<file path="config.mk">
export PLATFORM = sky130hd
export DESIGN_NAME = hbs_front
export DESIGN_NICKNAME = d
export VERILOG_FILES = /design/src/hw/rtl/hbs_pkg.sv /design/src/hw/rtl/hbs_front.sv
export SDC_FILE = /design/constraint.sdc
export NUM_CORES = 2
export LEC_CHECK = 0
export ABC_CLOCK_PERIOD_IN_PS = 7200
export BUFFER_PORTS_ARGS = -buffer_cell sky130_fd_sc_hd__buf_2
export CAP_MARGIN = 10
export CORE_MARGIN = 2
export CORE_UTILIZATION = 39
export CTS_BUF_LIST = sky130_fd_sc_hd__clkbuf_8
export DETAILED_ROUTE_END_ITERATION = 6
export SYNTH_ARGS = -nofsm -noshare
export SYNTH_HDL_FRONTEND = slang
export SYNTH_SLANG_ARGS = --single-unit
</file>
<file path="constraint.sdc">
create_clock -name clk_i -period 7.2 [get_ports clk_i]
set_clock_uncertainty 0.1 [all_clocks]
set_input_delay 0 -clock clk_i [delete_from_list [all_inputs] [get_ports clk_i]]
set_output_delay 0 -clock clk_i [all_outputs]
set_load 0.03 [all_outputs]
</file>
<file path="src/hw/rtl/hbs_pkg.sv">
// ----------------------------------------------------------------------------
// hbs_pkg - shared types and constants of the heightmap sampler
// Command codes, register map, the queue entry and the config bundle.
// ----------------------------------------------------------------------------
package hbs_pkg;

  localparam logic [1:0] CMD_WRITE  = 2'd0;
  localparam logic [1:0] CMD_HEIGHT = 2'd1;
  localparam logic [1:0] CMD_NORMAL = 2'd2;

  localparam logic [2:0] REG_INV_SCALE_X = 3'd0;
  localparam logic [2:0] REG_INV_SCALE_Z = 3'd1;
  localparam logic [2:0] REG_SCALE_X     = 3'd2;
  localparam logic [2:0] REG_SCALE_Y     = 3'd3;
  localparam logic [2:0] REG_SCALE_Z     = 3'd4;
  localparam logic [2:0] REG_MAP_WIDTH   = 3'd5;
  localparam logic [2:0] REG_MAP_LENGTH  = 3'd6;
  localparam logic [2:0] REG_CORNER      = 3'd7;

  localparam int unsigned PADDR_W     = 5;
  localparam int unsigned QUEUE_DEPTH = 4;
  localparam int unsigned QPTR_W      = 2;
  localparam int unsigned QCNT_W      = 3;

  localparam logic [47:0] NORMAL_UP = 48'd65536;

  typedef enum logic [1:0] {
    K_NONE,
    K_WRITE,
    K_HEIGHT,
    K_NORMAL
  } kind_e;

  // width/length are already limited to the store size
  typedef struct packed {
    logic [15:0] inv_scale_x;
    logic [15:0] inv_scale_z;
    logic [15:0] scale_x;
    logic [15:0] scale_y;
    logic [15:0] scale_z;
    logic [10:0] width;
    logic [10:0] length;
    logic        corner;
  } cfg_t;

  // col/row "a" is the base texel, "b" the neighbor; *_same means b == a
  typedef struct packed {
    kind_e       kind;
    logic        oor;
    logic [9:0]  col_a;
    logic [9:0]  col_b;
    logic [9:0]  row_a;
    logic [9:0]  row_b;
    logic        col_same;
    logic        row_same;
    logic [15:0] px;
    logic [15:0] pz;
    logic        rev;
    logic [7:0]  texel;
  } entry_t;

endpackage

</file>
<file path="src/hw/rtl/hbs_front.sv">
// ----------------------------------------------------------------------------
// hbs_front - input stage and command classifier
// Scales world coordinates, checks bounds and builds texel addresses.
// ----------------------------------------------------------------------------
module hbs_front (
  input  logic                clk_i,
  input  logic                rst_ni,
  input  hbs_pkg::cfg_t       cfg_i,
  input  logic                in_valid_i,
  output logic                in_stall_o,
  input  logic [1:0]          command_i,
  input  logic signed [23:0]  world_x_i,
  input  logic signed [23:0]  world_z_i,
  input  logic                reverse_quad_i,
  input  logic signed [10:0]  grid_x_i,
  input  logic signed [10:0]  grid_z_i,
  input  logic [7:0]          texel_value_i,
  input  logic                full_i,
  output logic                push_o,
  output hbs_pkg::entry_t     entry_o
);

  logic               valid_q, valid_d;
  logic signed [40:0] fx_q, fz_q;
  logic [1:0]         cmd_q;
  logic               rev_q;
  logic signed [10:0] gx_q, gz_q;
  logic [7:0]         tv_q;
  logic               accept;

  logic [24:0] xi, zi;
  logic [10:0] h_xn, h_zn, n_xn, n_zn;
  logic        h_oor, g_oor;

  assign in_stall_o = valid_q & full_i;
  assign accept     = in_valid_i & ~in_stall_o;
  assign push_o     = valid_q & ~full_i;

  always_comb begin
    valid_d = valid_q;
    if (accept) begin
      valid_d = 1'b1;
    end else if (push_o) begin
      valid_d = 1'b0;
    end
  end

  always_ff @(posedge clk_i or negedge rst_ni) begin
    if (!rst_ni) begin
      valid_q <= 1'b0;
    end else begin
      valid_q <= valid_d;
    end
  end

  always_ff @(posedge clk_i) begin
    if (accept) begin
      fx_q  <= world_x_i * $signed({1'b0, cfg_i.inv_scale_x});
      fz_q  <= world_z_i * $signed({1'b0, cfg_i.inv_scale_z});
      cmd_q <= command_i;
      rev_q <= reverse_quad_i;
      gx_q  <= grid_x_i;
      gz_q  <= grid_z_i;
      tv_q  <= texel_value_i;
    end
  end

  // cell index and bounds
  assign xi    = fx_q[40:16];
  assign zi    = fz_q[40:16];
  assign h_oor = fx_q[40] | fz_q[40] | (xi >= 25'(cfg_i.width)) | (zi >= 25'(cfg_i.length));
  assign g_oor = gx_q[10] | gz_q[10] | ({1'b0, gx_q[9:0]} >= cfg_i.width)
               | ({1'b0, gz_q[9:0]} >= cfg_i.length);
  assign h_xn  = {1'b0, xi[9:0]} + 11'd1;
  assign h_zn  = {1'b0, zi[9:0]} + 11'd1;
  assign n_xn  = {1'b0, gx_q[9:0]} + 11'd1;
  assign n_zn  = {1'b0, gz_q[9:0]} + 11'd1;

  always_comb begin
    entry_o          = '0;
    entry_o.rev      = rev_q;
    entry_o.texel    = tv_q;
    entry_o.px       = fx_q[15:0];
    entry_o.pz       = fz_q[15:0];
    case (cmd_q)
      hbs_pkg::CMD_WRITE: begin
        entry_o.kind  = hbs_pkg::K_WRITE;
        entry_o.oor   = g_oor;
        entry_o.col_a = gx_q[9:0];
        // file rows are stored upside down
        entry_o.row_a = 10'(cfg_i.length - 11'd1 - gz_q);
        entry_o.col_b = entry_o.col_a;
        entry_o.row_b = entry_o.row_a;
      end
      hbs_pkg::CMD_HEIGHT: begin
        entry_o.kind     = hbs_pkg::K_HEIGHT;
        entry_o.oor      = h_oor;
        entry_o.col_a    = xi[9:0];
        entry_o.row_a    = zi[9:0];
        // right and top neighbors clamp at the far edge
        entry_o.col_same = ~(h_xn < cfg_i.width);
        entry_o.row_same = ~(h_zn < cfg_i.length);
        entry_o.col_b    = entry_o.col_same ? xi[9:0] : h_xn[9:0];
        entry_o.row_b    = entry_o.row_same ? zi[9:0] : h_zn[9:0];
      end
      hbs_pkg::CMD_NORMAL: begin
        entry_o.kind  = hbs_pkg::K_NORMAL;
        entry_o.oor   = g_oor;
        entry_o.col_a = gx_q[9:0];
        entry_o.row_a = gz_q[9:0];
        // step back at the last column/row; a one-wide map uses the point
        if (n_xn < cfg_i.width) begin
          entry_o.col_b = n_xn[9:0];
        end else if (gx_q[9:0] != 10'd0) begin
          entry_o.col_b = gx_q[9:0] - 10'd1;
        end else begin
          entry_o.col_b    = gx_q[9:0];
          entry_o.col_same = 1'b1;
        end
        if (n_zn < cfg_i.length) begin
          entry_o.row_b = n_zn[9:0];
        end else if (gz_q[9:0] != 10'd0) begin
          entry_o.row_b = gz_q[9:0] - 10'd1;
        end else begin
          entry_o.row_b    = gz_q[9:0];
          entry_o.row_same = 1'b1;
        end
      end
      default: begin
        entry_o.kind = hbs_pkg::K_NONE;
      end
    endcase
  end

endmodule

</file>
After elaboration in Yosys (flattened, before gate mapping)

Cells that the tools add are included.

Input port bits: 188
Output and inout port bits: 88
Word-level logic and storage cells: 60
Register bits: 116

Reductions and logical operators: 4
Bitwise logic cells: 13
$add $sub $neg: 8
Equal/unequal tests: 2
Multipliers: 2
Magnitude comparators: 8
Muxes and demuxes: 15

Operators with widths:

| operator                | count |
|---|---|
| $pmux W41 S3            | 1 |
| $mul A24 B17 Y41        | 2 |
| $mux W10                | 6 |
| $ge A25 B11 Y1          | 2 |
| $add A10 B1 Y11 const B | 4 |
| $lt A11 B11 Y1          | 4 |
| $sub A10 B1 Y10 const B | 3 |
| $ge A10 B11 Y1          | 2 |
| $reduce_bool A10 Y1     | 2 |
| $sub A10 B10 Y10        | 1 |
| $mux W1                 | 6 |
| $or A1 B1 Y1            | 6 |
| $pmux W2 S3             | 1 |
| $not A1 Y1              | 4 |
| $pmux W2 S2             | 1 |
| $and A1 B1 Y1           | 3 |
| $eq A2 B1 Y1 const B    | 1 |
| $eq A2 B2 Y1 const B    | 1 |
| $logic_not A2 Y1        | 1 |
| $reduce_bool A2 Y1      | 1 |

Longest topological paths before layout

Word-level depth: 4
Mapped depth: 25
Gate-level depth less buffers: 24

Worst setup path before layout

OpenSTA, ideal clock, no wires.

Path type: register to register
Start point: register valid_q
End point: register cmd_q[0], enable pin
Buffers on the path: 0
Data required time: 6.499 ns
Setup time: 0.601 ns
Stages on the path, launching flop included: 3
Arrival: 5.685 ns
Period minus slack after synthesis: 6.386 ns
Slack: 0.814 ns
Path through: dfrtp_1 -> and2_1 -> nor2b_1

Longest elaborated chain between the ends: 3

RTL lines:

| item                   | line            | text |
|---|---|---|
| from (decl)            | hbs_front.sv:23 | `logic valid_q, valid_d;` |
| from (signal assigned) | hbs_front.sv:52 | `valid_q <= valid_d;` |
| $and A1 B1 Y1          | hbs_front.sv:35 | `assign in_stall_o = valid_q & full_i;` |
| named net in_stall_o   | hbs_front.sv:10 | `output logic in_stall_o,` |
| $not A1 Y1             | hbs_front.sv:36 | `assign accept = in_valid_i & ~in_stall_o;` |
| $and A1 B1 Y1          | hbs_front.sv:36 |  |
| named net accept       | hbs_front.sv:29 | `logic accept;` |
| to (signal assigned)   | hbs_front.sv:60 | `cmd_q <= command_i;` |
| to (decl)              | hbs_front.sv:25 | `logic [1:0] cmd_q;` |

The timed path passes the listed nets, and every way through them passes these cells.
A chain may end at the register's enable or synchronous reset.

Worst setup path in the final report

Start point: input port cfg_i[90] (netlist name)
End point: register fx_q[40], data pin

Longest elaborated chain between the ends: 1

RTL lines:

| item                 | line            | text |
|---|---|---|
| from (decl)          | hbs_front.sv:8  | `input hbs_pkg::cfg_t cfg_i,` |
| $mul A24 B17 Y41     | hbs_front.sv:58 | `fx_q <= world_x_i * $signed({1'b0, cfg_i.inv_scale_x});` |
| to (signal assigned) | hbs_front.sv:58 |  |
| to (decl)            | hbs_front.sv:24 | `logic signed [40:0] fx_q, fz_q;` |

No other way between the ends.

==> flow_summary.json <==
{
  "status": "finished clean",
  "drc": 0,
  "drt_iter0_markers": 1637,
  "die_x_um": 309,
  "finalSetupTns_ps": 0,
  "period_minus_slack_ps": 6160,
  "clk_latency_ps": 500,
  "final_nets": 5355,
  "synth_fp_nets": 5220,
  "rsz0062_at_grt": "no",
  "post-route-period-util": 0.855,
  "netlist_top_cells_area": "fa_1, ha_1, inv_1",
  "grt_pass1_vias": 28400,
  "finalHoldViolCount": 0,
  "hp-class": "input pin to flip-flop",
  "crit_fanout": 24,
  "ios": 276,
  "regArea_mm2": 0.00348,
  "top_usage_layer": "met2",
  "cts_max_level": 4,
  "clock_tree.buffer_depth": 2,
  "dieArea_mm2": 0.0952,
  "synth.area.mux_share": 0.00405,
  "root_buffer": "clkbuf_8",
  "vias": 26600,
  "clk_pin_slew_ps": 80,
  "synth_seq_cells": 116,
  "synth_top_family_by_area": "adder cells",
  "core_area_mm2": 0.0918,
  "drive_above_1_share": 0.0750,
  "syn_area_mm2": 0.0362,
  "crit_path_end_kind": "flip-flop",
  "async_reset_ff_frac": 0.00862,
  "track_usage": 0.207,
  "cts_resized": 0,
  "die_y_um": 309,
  "yosysTopAreaCellShare": 0.418,
  "numCtsBuffers": 17,
  "io_buffer_count": 226,
  "drv_slew": 0,
  "synth_xor_area_frac": 0.0334,
  "synth_simple_gate_area_frac": 0.151,
  "grt_use_met1": 0.285,
  "yosysTopAreaCell": "fa_1",
  "yosysMostFrequentCell": "inv_1",
  "synth_ff_type": "edfxtp_1",
  "synth.distinct_cells": 74,
  "antenna_found_initial": 3,
  "met3_usage": 0.0398,
  "worstMarginPinSlew_ps": 815,
  "drt_wl_total_um": 94600,
  "synthCells": 3971,
  "synth_compound_area_frac": 0.0694,
  "drtPass1Iterations": 5,
  "clock-sinks": 116,
  "critPathKind": "input pin to flip-flop",
  "utilization": 0.426,
  "routabilityCongestion": 0.889,
  "crit_path_start_kind": "input pin",
  "required_ps": 7480,
  "holdWs_ps": 95.1,
  "grt_max_degree": 61,
  "use_met2": 0.338,
  "worstPathArrival_ps": 6440,
  "synth_edf_count": 115,
  "multi_input_area_mm2": 0.0283,
  "max_freq_mhz": 162,
  "syn2layout_area_growth_pct": 8.14,
  "drv_cap": 0,
  "cts_tree": "built",
  "wire_per_inst_um": 17.6,
  "synthTopCellsByCount": "inv_1, fa_1, nand2_1",
  "dp_hpwl_um": 74700,
  "timing.slew.headroom": 0.457,
  "yosysWarningCount": 0,
  "grt_pass1_wl_um": 154000,
  "antenna_left": 0,
  "synth_fa_ha_area_frac": 0.523,
  "rows": 111,
  "grt_overflow": 0,
  "synth-seq-area-share": 0.0961,
  "syn_avg_cell_area_um2": 9.11,
  "vias_per_cell": 4.96,
  "nFillCells": 9143,
  "setup_viol": 0,
  "start_util": 0.394
}
-- registers in the layout (all words and copies together), names as in the netlist --
name / cells
cmd_q: 2
fx_q: 41
fz_q: 41
gx_q: 11
gz_q: 11
rev_q: 1
tv_q: 8
valid_q: 1
-- per-stage QoR --
stage               std cells  worst slack, ps  instance area (µm²)
finish                   5365             1040                39100
CTS                      5362             1080                39100
global route             5363              673                39100
global placement         5291              576                38300
floorplan                3971              814                36200
detailed placement       5291              504                38300
-- what timing repair did --
action,4_1_cts,5_1_grt
endpoints found under the setup margin,0,0
setup buffers,0,0
hold endpoints to repair,37,0
hold buffers,39,0
-- cell type report --
class,instances,share of cell area
clock inverter,15,0.00438
multi-input combinational,2702,0.722
clock buffer,17,0.00598
antenna,3,0.000192
tap,1243,0.0397
inverter,972,0.0932
timing repair buffer,297,0.0453
sequential,116,0.0889
-- cell families (layout without fill, tap and decap cells) --
logic type / after synthesis / in the layout
flip-flops: 116 / 116
AO/OA/AOI/OAI: 364 / 364
XOR/XNOR: 138 / 138
adder cells (fa/ha/maj): 1061 / 1061
other: 0 / 3
multiplexers: 14 / 14
AND/OR/NAND/NOR: 1125 / 1125
buffers and inverters: 1153 / 1301
-- worst max-delay path, cell delays in order --
cell      delay [ps]
buf_2            530
nand2_1          160
fa_1             520
fa_1             510
fa_1             520
inv_1             60
fa_1             490
fa_1             510
inv_1             50
fa_1             550
inv_1             60
ha_1             340
a21oi_1          220
o211ai_1         110
o22ai_1          270
o22ai_1          180
a311oi_4         320
a21oi_2          150
a221o_1          360
or4_1            400
nand3_1           90
-- worst paths after layout --
kind	from	end	slack, ps	cells past startpoint
worst max-delay path	cfg_i[90]	fx_q[40]$_DFFE_PP_	1040	21
min in group asynchronous	rst_ni	valid_q$_DFFE_PN0P_	230	3
worst min register to register	valid_q$_DFFE_PN0P_	fz_q[8]$_DFFE_PP_	1100	3
max in group asynchronous	rst_ni	valid_q$_DFFE_PN0P_	6670	3
worst min-delay path	world_x_i[1]	fx_q[1]$_DFFE_PP_	100	3
worst max register to register	valid_q$_DFFE_PN0P_	rev_q$_DFFE_PP_	4570	4
-- cell usage in the layout, fill, tap and decap left out, types with 31 or more instances in the layout --
cell	netlist	final
inv_1	968	968
ha_1	306	306
edfxtp_1	115	115
nand2_1	538	538
a21o_1	44	44
nor2_1	72	72
nand3_1	41	41
and2_1	314	314
buf_4	33	31
a21oi_1	98	98
fa_1	755	755
dlygate4sd3_1	0	39
xor2_1	41	41
xnor2_1	97	97
nor3_1	34	34
buf_2	0	226
-- layer usage --
| layer | routed length (µm) | up-vias |
|---|---|---|
| li1 | - | 12300 |
| met2 | 44400 | 770 |
| met1 | 42200 | 13500 |
| met3 | 6190 | 111 |
| met4 | 1820 | 0 |
| met5 | 0 | - |
Power is not shown: default switching activity piles up to over one toggle a cycle in this logic, so the estimate is an artifact.
