File: src/hw/rtl/hbs_pkg.sv
// ----------------------------------------------------------------------------
// hbs_pkg - shared types and constants of the heightmap sampler
// Command codes, register map, the queue entry and the config bundle.
// ----------------------------------------------------------------------------
package hbs_pkg;

  localparam logic [1:0] CMD_WRITE  = 2'd0;
  localparam logic [1:0] CMD_HEIGHT = 2'd1;
  localparam logic [1:0] CMD_NORMAL = 2'd2;

  localparam logic [2:0] REG_INV_SCALE_X = 3'd0;
  localparam logic [2:0] REG_INV_SCALE_Z = 3'd1;
  localparam logic [2:0] REG_SCALE_X     = 3'd2;
  localparam logic [2:0] REG_SCALE_Y     = 3'd3;
  localparam logic [2:0] REG_SCALE_Z     = 3'd4;
  localparam logic [2:0] REG_MAP_WIDTH   = 3'd5;
  localparam logic [2:0] REG_MAP_LENGTH  = 3'd6;
  localparam logic [2:0] REG_CORNER      = 3'd7;

  localparam int unsigned PADDR_W     = 5;
  localparam int unsigned QUEUE_DEPTH = 4;
  localparam int unsigned QPTR_W      = 2;
  localparam int unsigned QCNT_W      = 3;

  localparam logic [47:0] NORMAL_UP = 48'd65536;

  typedef enum logic [1:0] {
    K_NONE,
    K_WRITE,
    K_HEIGHT,
    K_NORMAL
  } kind_e;

  // width/length are already limited to the store size
  typedef struct packed {
    logic [15:0] inv_scale_x;
    logic [15:0] inv_scale_z;
    logic [15:0] scale_x;
    logic [15:0] scale_y;
    logic [15:0] scale_z;
    logic [10:0] width;
    logic [10:0] length;
    logic        corner;
  } cfg_t;

  // col/row "a" is the base texel, "b" the neighbor; *_same means b == a
  typedef struct packed {
    kind_e       kind;
    logic        oor;
    logic [9:0]  col_a;
    logic [9:0]  col_b;
    logic [9:0]  row_a;
    logic [9:0]  row_b;
    logic        col_same;
    logic        row_same;
    logic [15:0] px;
    logic [15:0] pz;
    logic        rev;
    logic [7:0]  texel;
  } entry_t;

endpackage

File: src/hw/rtl/hbs_queue.sv
// ----------------------------------------------------------------------------
// hbs_queue - small FIFO between classifier and datapath
// Holds classified beats so front and back stall independently.
// ----------------------------------------------------------------------------
module hbs_queue (
  input  logic            clk_i,
  input  logic            rst_ni,
  input  logic            push_i,
  input  hbs_pkg::entry_t entry_i,
  output logic            full_o,
  input  logic            pop_i,
  output logic            empty_o,
  output hbs_pkg::entry_t head_o
);

  hbs_pkg::entry_t                 slot_q [hbs_pkg::QUEUE_DEPTH];
  logic [hbs_pkg::QPTR_W-1:0]      wr_q, rd_q;
  logic [hbs_pkg::QCNT_W-1:0]      count_q, count_d;

  assign full_o  = (count_q == hbs_pkg::QCNT_W'(hbs_pkg::QUEUE_DEPTH));
  assign empty_o = (count_q == '0);
  assign head_o  = slot_q[rd_q];

  always_comb begin
    count_d = count_q;
    if (push_i && !pop_i) begin
      count_d = count_q + hbs_pkg::QCNT_W'(1);
    end else if (pop_i && !push_i) begin
      count_d = count_q - hbs_pkg::QCNT_W'(1);
    end
  end

  always_ff @(posedge clk_i or negedge rst_ni) begin
    if (!rst_ni) begin
      wr_q    <= '0;
      rd_q    <= '0;
      count_q <= '0;
    end else begin
      count_q <= count_d;
      if (push_i) begin
        wr_q <= wr_q + hbs_pkg::QPTR_W'(1);
      end
      if (pop_i) begin
        rd_q <= rd_q + hbs_pkg::QPTR_W'(1);
      end
    end
  end

  always_ff @(posedge clk_i) begin
    if (push_i) begin
      slot_q[wr_q] <= entry_i;
    end
  end

  a_no_overflow: assert property (@(posedge clk_i) disable iff (!rst_ni)
    push_i |-> !full_o) else $error("queue push while full");

  a_no_underflow: assert property (@(posedge clk_i) disable iff (!rst_ni)
    pop_i |-> !empty_o) else $error("queue pop while empty");

  a_count_up: assert property (@(posedge clk_i) disable iff (!rst_ni)
    (push_i && !pop_i) |=> (count_q == $past(count_q) + hbs_pkg::QCNT_W'(1)))
    else $error("queue count did not advance");

endmodule

File: config.mk
export PLATFORM = sky130hd
export DESIGN_NAME = hbs_queue
export DESIGN_NICKNAME = d
export VERILOG_FILES = /design/src/hw/rtl/hbs_pkg.sv /design/src/hw/rtl/hbs_queue.sv
export SDC_FILE = /design/constraint.sdc
export NUM_CORES = 1
export LEC_CHECK = 0
export ABC_CLOCK_PERIOD_IN_PS = 4650
export BUFFER_PORTS_ARGS = -buffer_cell sky130_fd_sc_hd__buf_2
export CAP_MARGIN = 10
export CORE_MARGIN = 1
export CORE_UTILIZATION = 35
export CTS_BUF_LIST = sky130_fd_sc_hd__clkbuf_2
export DETAILED_ROUTE_END_ITERATION = 6
export SLEW_MARGIN = 20
export SYNTH_ARGS = -nofsm -noshare
export SYNTH_HDL_FRONTEND = slang
export SYNTH_SLANG_ARGS = --single-unit
File: constraint.sdc
create_clock -name clk_i -period 4.65 [get_ports clk_i]
set_input_delay 0.465 -clock clk_i [delete_from_list [all_inputs] [get_ports clk_i]]
set_output_delay 0.465 -clock clk_i [all_outputs]
set_load 0.1 [all_outputs]
Word-level counts from Yosys, hierarchy flattened
Memories as Yosys holds them, arrays and structs flattened. Index checks and enable logic that the tools add are counted.

Bits in registers: 7. Latch bits: 0. Memory bits (writable): 344. Memory bits (read-only): 0. Bits of input ports: 90. Word-level logic and storage cells: 19. Memories: 1.

Memory list: slot_q (words 4, width 86, read ports 1, clocked after memory_dff 0, wr ports 1, RTL line hbs_queue.sv:16) `hbs_pkg::entry_t slot_q [hbs_pkg::QUEUE_DEPTH];`.

Add/sub/neg operators: 4. Multipliers: 0. Divide/modulo/power cells: 0. Magnitude comparators: 0. Equal/unequal tests: 1. Shift operators: 0. Muxes and demuxes: 4. Bitwise logic cells: 0. Reduce and logical (&&, ||, !) cells: 6.

Operator list (number): $mux 3 (2); $add 2x1->2 const B (2); $add 3x1->3 const B (1); $eq 3x3->1 const B (1); $logic_not 3->1 (1); $sub 3x1->3 const B (1); $logic_and 1x1->1 (2); $logic_not 1->1 (2); $mux 1 (2); $reduce_bool 2->1 (1).

Logic depth before layout (Yosys ltp)
Gate-level depths: netlist (run 1).

Word-level depth: 4. Mapped depth: 7.

Worst setup path before layout (run 1)
No wires, ideal clock.

Kind: register to output. Start point: reg count_q[0] in the netlist's numbering. End point: out full_o. Arrival time: 2.653 ns. Path slack: 1.532 ns. Stages on the path, launching flop included: 2. Path buffers: 0. Path through: dfrtp_1 nor3b_1.

Word-level cells in the longest chain between the ends: 1.

Ends and longest elaborated chain: start, declared (RTL line hbs_queue.sv:18) `logic [hbs_pkg::QCNT_W-1:0] count_q, count_d;`; start signal, assigned (RTL line hbs_queue.sv:39) `count_q <= count_d;`; $eq 3x3->1 (RTL line hbs_queue.sv:20) `assign full_o = (count_q == hbs_pkg::QCNT_W'(hbs_pkg::QUEUE_DEPTH));`; end, declared (RTL line hbs_queue.sv:10) `output logic full_o,`.

No other way between the ends.

==> results of run 1 <==
## per-stage QoR
stage,hold WS [ps],area (µm²),util
2_1_floorplan,169,12800,-
3_5_place_dp,311,14200,0.398
4_1_cts,100,15900,0.445
5_1_grt,134,15900,0.445
6_report,279,15900,0.445
3_3_place_gp,308,14200,0.398
## path summary, 6_finish.rpt
path	endpoint	slack (ps)	depth (start not counted)
hold / removal	slot_q[3][70]	280	2
setup reg to reg	slot_q[0][63]	2230	4
max in group asynchronous	rd_q[0]	3840	3
setup / recovery	head_o[71]	990	3
min in group asynchronous	rd_q[1]	520	3
hold reg to reg	count_q[2]	510	1
## layout by cell type, fill, tap and decap left out
| cell type | netlist | layout |
|---|---|---|
| o21ai_0 | 1 | 1 |
| xnor2_1 | 2 | 2 |
| nand2_1 | 2 | 2 |
| bufinv_16 | 0 | 1 |
| inv_2 | 0 | 3 |
| ha_1 | 5 | 5 |
| edfxtp_1 | 344 | 344 |
| mux4_2 | 86 | 86 |
| nor3b_1 | 1 | 1 |
| dfrtp_4 | 0 | 2 |
| xor2_1 | 4 | 4 |
| and2_4 | 0 | 4 |
| dlygate4sd3_1 | 0 | 90 |
| nor3_1 | 1 | 1 |
| fa_1 | 1 | 1 |
| mux2_2 | 1 | 1 |
| buf_12 | 1 | 1 |
| clkinv_2 | 0 | 4 |
| clkbuf_2 | 0 | 130 |
| buf_2 | 8 | 177 |
| clkinv_1 | 0 | 19 |
| diode_2 | 0 | 2 |
| buf_4 | 4 | 7 |
| inv_1 | 4 | 4 |
| dfrtp_1 | 7 | 5 |
| nor2_1 | 1 | 1 |
## worst max-delay path, delay by kind of cell (launching register included)
| family | cells | cell delay [ps] |
|---|---|---|
| buf+inv | 2 | 770 |
| mux | 1 | 580 |
| flops | 1 | 910 |
## final cells by class
cell class / count / area (µm²)
Antenna cell: 2 / 5.00
Timing Repair Buffer: 275 / 1860
Multi-Input combinational cell: 109 / 2150
Sequential cell: 351 / 10500
Tap cell: 461 / 577
Fill cell: 3107 / 19800
Inverter: 4 / 15.0
Clock inverter: 27 / 133
Clock buffer: 130 / 651
## state kept, by name (all words and copies together) (netlist names)
| signal | cells |
|---|---|
| slot_q | 344 |
| count_q | 3 |
| rd_q | 2 |
| wr_q | 2 |
## kinds of logic after synthesis
logic type,synth area share
AND/OR/NAND/NOR,0.00381
buffers and inverters,0.0123
adder cells (fa/ha/maj),0.00645
XOR/XNOR,0.00411
multiplexers,0.152
AO/OA/AOI/OAI,0.000391
flip-flops,0.821
## metal layers
layer | vias to the layer above | share of wire
li1 | 2834 | -
met1 | 3254 | 0.41
met2 | 200 | 0.51
met3 | 44 | 0.062
met4 | 0 | 0.021
met5 | - | 0
==> impl_metrics.env, run 1 <==
export IMPL_outcome="finished, violations left"
export IMPL_violations="design-rule violations"
export IMPL_worstMarginPinSlew_ps=972
export IMPL_rsz0062_at_grt="false"
export IMPL_hold_start="entry_i[70]"
export IMPL_timing_final_crit_share=0.786
export IMPL_ys_warn_count=0
export IMPL_clkTransAtPathRegs_ps=130
export IMPL_cts_buffer_depth=3
export IMPL_die_w_um=193
export IMPL_cp_start_kind="register"
export IMPL_drc=22
export IMPL_maxSlewViolCount=0
export IMPL_cts_root_buf="clkbuf_2"
export IMPL_ys_top_cells_by_count="edfxtp_1, mux4_2, buf_2"
export IMPL_drive_gt1_frac=0.464
export IMPL_clock_sinks=351
export IMPL_die_area_mm2=0.0373
export IMPL_finalHoldViolCount=0
export IMPL_grtUsageTotal=0.141
export IMPL_cts_hold_fix_buffers=90
export IMPL_stdcell_count=1359
export IMPL_use_met1=0.163
export IMPL_synth_fp_nets=580
export IMPL_core_mm2=0.0357
export IMPL_placedCellCount=1110
export IMPL_area_growth_pct=24.2
export IMPL_yosysSeqAreaShare=0.821
export IMPL_fin_skew_ps=44.9
export IMPL_cts_resized_gates=0
export IMPL_top_usage_layer="met2"
export IMPL_routed_wl_um=25500
export IMPL_dp_slack_ps=1880
export IMPL_cp_slowest_cell="dfrtp_4"
export IMPL_synthArstFlopShare=0.0199
export IMPL_fmax_mhz=273
export IMPL_yosysMostFrequentCell="edfxtp_1"
export IMPL_ant_nets=0
export IMPL_grt_pass1_vias=7278
export IMPL_postSynthCellCount=484
export IMPL_r2r_start="wr_q[0]"
export IMPL_ys_top_cells_by_area="edfxtp_1, mux4_2, dfrtp_1"
export IMPL_ys_flop_type="edfxtp_1"
export IMPL_synth_top_cell_by_area="edfxtp_1"
export IMPL_cp_max_fo=33
export IMPL_vias=6332
export IMPL_setup_worst_path_start="rd_q[0]"
export IMPL_avgSynthCellArea_um2=26.4
export IMPL_die_h_um=193
export IMPL_use_met2=0.237
export IMPL_maxCapViolations=0
export IMPL_final_nets=925
export IMPL_cp_cell_sequence="buf_4 > mux4_2 > buf_2"
export IMPL_grt_antenna_before_repair=2
export IMPL_synth_top_area_frac=0.807
export IMPL_numCtsBuffers=88
export IMPL_start_util=0.358
export IMPL_portBuffers=177
export IMPL_gp_congestion=0.736
export IMPL_syn_area_mm2=0.0128
export IMPL_setup_tns_final_ps=0
export IMPL_htreeDepth=3
export IMPL_vias_per_cell=4.66
export IMPL_hold_path_class="input port to register"
export IMPL_critical_path_max_stage_delay_ps=910
export IMPL_worstSetupPathType="register to output port"
export IMPL_worst_skew_pair_late_latency_ps=920
export IMPL_met3_usage=0.0460
export IMPL_synth_edf_count=344
export IMPL_setup_viol=0
export IMPL_first_pass_iters=7
export IMPL_ys_types=21
export IMPL_endpoint_kind="output port"
export IMPL_initialDrtViolationCount=276
export IMPL_num_rows=69
export IMPL_synth_seq_cells=351
export IMPL_wire_per_inst_um=18.8
export IMPL_ios=178
export IMPL_tritoncts="built"
export IMPL_min_period_ps=3660
export IMPL_arrival_ps=3190
export IMPL_grt_pass1_wl_um=39800
export IMPL_critPathRequiredTime_ps=4180
export IMPL_grt_start_max_net_pins=58
export IMPL_overflow=0
export IMPL_postCtsSetupBuffers=0
export IMPL_place_detailed_hpwl_um=14200
export IMPL_maxSlewHeadroom=0.352
export IMPL_setup_slack_ps=993
Power of run 1 is left out: the tool's default activity adds up to more than one toggle a clock period on the data nets, which glitch-free logic cannot reach.
==> run 2: changes to the inputs <==
--- a/config.mk
+++ b/config.mk
@@ -5,7 +5,8 @@
 export SDC_FILE = /design/constraint.sdc
 export NUM_CORES = 1
 export LEC_CHECK = 0
-export ABC_CLOCK_PERIOD_IN_PS = 4650
+export ABC_AREA = 1
+export ABC_CLOCK_PERIOD_IN_PS = 3000
 export BUFFER_PORTS_ARGS = -buffer_cell sky130_fd_sc_hd__buf_2
 export CAP_MARGIN = 10
 export CORE_MARGIN = 1
==> constraint.sdc (replaced) <==
create_clock -name clk_i -period 3 [get_ports clk_i]
set_input_delay 0.3 -clock clk_i [delete_from_list [all_inputs] [get_ports clk_i]]
set_output_delay 0.3 -clock clk_i [all_outputs]
set_load 0.1 [all_outputs]
==> run 2 against run 1 <==
- the flow now finishes without violations
- via count grew 44%
- first-iteration DRC count grew 38%
- cell area grew 16%
- final cell count grew 51%
- critical path depth grew 3
- setup slack lost 770 ps
- clock-buffer cell count grew 1
- synthesized cell count grew 120%
- sequential cell count is the same
==> impl_metrics.env, run 2 <==
export IMPL_hold_start="entry_i[24]"
export IMPL_portBuffers=177
export IMPL_multiInputGateArea_mm2=0.00245
export IMPL_cts_root_buf="clkbuf_2"
export IMPL_cp_top_family="buffers and inverters"
export IMPL_min_path_cells=2
export IMPL_synth_fp_nets=1147
export IMPL_critPathRequiredTime_ps=2700
export IMPL_maxCapViolations=0
export IMPL_core_mm2=0.0396
export IMPL_yosysMostFrequentCell="edfxtp_1"
export IMPL_final_core_util=0.464
export IMPL_finalHoldViolCount=0
export IMPL_crit_buf_inv=3
export IMPL_routed_wl_um=29800
export IMPL_ys_types=18
export IMPL_r2r_start="wr_q[1]"
export IMPL_gp_congestion=0.698
export IMPL_hold_slack_ps=169
export IMPL_initialDrtViolationCount=382
export IMPL_ys_flop_type="edfxtp_1"
export IMPL_grt_pass1_wl_um=47900
export IMPL_wire_per_inst_um=14.5
export IMPL_hold_path_class="input port to register"
export IMPL_first_pass_iters=6
export IMPL_syn_area_mm2=0.0140
export IMPL_endpoint_kind="output port"
export IMPL_final_nets=1560
export IMPL_vias_per_cell=4.44
export IMPL_maxSlewViolCount=0
export IMPL_synth_seq_cells=351
export IMPL_final_area_mm2=0.0184
export IMPL_area_sequential_mm2=0.0105
export IMPL_min_period_ps=2780
export IMPL_synth_top_area_frac=0.735
export IMPL_die_h_um=202
export IMPL_ff2ff_path_depth=5
export IMPL_maxSlewHeadroom=0.633
export IMPL_cp_slowest_cell="dfrtp_4"
export IMPL_htreeDepth=3
export IMPL_worstMarginPinSlew_ps=551
export IMPL_ios=178
export IMPL_grt_antenna_before_repair=3
export IMPL_die_area_mm2=0.0409
export IMPL_largest_reg_flops=344
export IMPL_arrival_ps=2480
export IMPL_drc=0
export IMPL_cp_cell_sequence="buf_12 > buf_12 > nand2_1 > o211ai_1 > nand2_1 > buf_4"
export IMPL_critical_path_max_stage_delay_ps=570
export IMPL_reg2reg_to="slot_q[1][39]"
export IMPL_grt_pass1_vias=9518
export IMPL_grt_start_max_net_pins=101
export IMPL_synth_top_cell_by_area="edfxtp_1"
export IMPL_fill_cells=3597
export IMPL_cts_buffer_depth=3
export IMPL_tritoncts="built"
export IMPL_wl_met1_um=12500
export IMPL_worstSetupPathType="register to output port"
export IMPL_fin_skew_ps=53.1
export IMPL_worst_skew_pair_late_latency_ps=940
export IMPL_grtUsageTotal=0.150
export IMPL_min_to="slot_q[0][24]"
export IMPL_rsz0062_at_grt="false"
export IMPL_fmax_mhz=360
export IMPL_die_w_um=202
export IMPL_ant_nets=0
export IMPL_ys_top_cells_by_count="edfxtp_1, nand2_1, inv_1"
export IMPL_drive_gt1_frac=0.227
export IMPL_route_top_layer_used="met4"
export IMPL_synthArstFlopShare=0.0199
export IMPL_cp_max_fo=45
export IMPL_yosysSeqAreaShare=0.748
export IMPL_route_met2_wl_um=14900
export IMPL_place_area_mm2=0.0155
export IMPL_most_common_layout_cells="edfxtp_1, nand2_1, dlygate4sd3_1"
export IMPL_top_regs="slot_q x344, count_q x3"
export IMPL_clock_sinks=351
export IMPL_vias=9116
export IMPL_area_growth_pct=31.1
export IMPL_rrSetupSlack_ps=1140
export IMPL_cp_start_kind="register"
export IMPL_clkTransAtPathRegs_ps=90
export IMPL_numCtsBuffers=89
export IMPL_start_util=0.354
export IMPL_synth_edf_count=344
export IMPL_timing_final_crit_share=0.927
export IMPL_regMostFlops="slot_q"
export IMPL_avgSynthCellArea_um2=13.4
export IMPL_postSynthCellCount=1051
export IMPL_overflow=0
export IMPL_ys_top_cells_by_area="edfxtp_1, o211ai_1, nand2_1"
export IMPL_wl_met3_um=1700
export IMPL_num_rows=73
export IMPL_place_detailed_hpwl_um=15700
export IMPL_final_common_cell="edfxtp_1"
export IMPL_setup_viol=0
export IMPL_ys_warn_count=0
export IMPL_outcome="finished clean"
run 2: cell count changes after synthesis, sizes merged, moves of 4 or more:
cell,before,now
mux4,86,0
o211ai,0,172
buf,16,53
inv,4,184
nand2,2,271
and2,4,0
run 2: metal layers:
metal | up-vias | GRT usage
li1 | 4532 | -
met1 | 4320 | 0.172
met2 | 214 | 0.255
met3 | 50 | 0.0445
met4 | 0 | 0.0720
met5 | - | 0
run 2: worst max-delay path by stage:
stage,from,slack [ps],end,cells after the start
2_1_floorplan,count_q[0],200,empty_o,1
3_3_place_gp,rd_q[0],870,head_o[60],5
3_5_place_dp,rd_q[0],870,head_o[62],5
4_1_cts,rd_q[1],-80,head_o[8],4
5_1_grt,rd_q[1],0.08,head_o[67],4
6_report,rd_q[0],220,head_o[27],6
run 2: logic make-up (layout without fill, tap and decap cells):
family          Yosys count  after routing  share of synthesized area
compound gates          173            173                     0.0923
xor+xnor                  4              4                    0.00249
fa+ha+maj                 6              6                    0.00588
buf+inv                 242            715                     0.0776
flops                   351            351                      0.748
other cells               0              3                          0
simple gates            275            275                     0.0739
run 2: metrics by stage:
| stage | instances | setup TNS [ps] | setup WS, ps |
|---|---|---|---|
| final | 2052 | 0 | 219 |
| after global routing | 2052 | 0 | 0.0817 |
| after CTS | 2049 | -81.5 | -81.5 |
| after detailed placement | 1715 | 0 | 869 |
| after global placement | 1715 | 0 | 874 |
| after floorplan | 1051 | 0 | 196 |
run 2: final cells by class:
cell class / instances / share of cell area
antenna: 3 / 0.000408
tap: 525 / 0.0357
clock buffer: 131 / 0.0356
sequential: 351 / 0.571
inverter: 184 / 0.0381
multi-input combinational: 458 / 0.133
clock inverter: 20 / 0.00795
timing repair buffer: 380 / 0.178
run 2: what timing repair did:
item | CTS | global route
hold endpoints to repair | 427 | 0
buffers inserted | 3 | 0
setup endpoints to repair | 86 | 19
hold buffers | 180 | 0
resized for setup | 87 | 19
run 2: worst reg2reg max path, stage by stage (launching register included):
cell,delay [ps]
dfrtp_1,420
inv_1,110
ha_1,150
nand2_1,80
inv_4,350
buf_4,400
Power of run 2 is left out for the same reason.
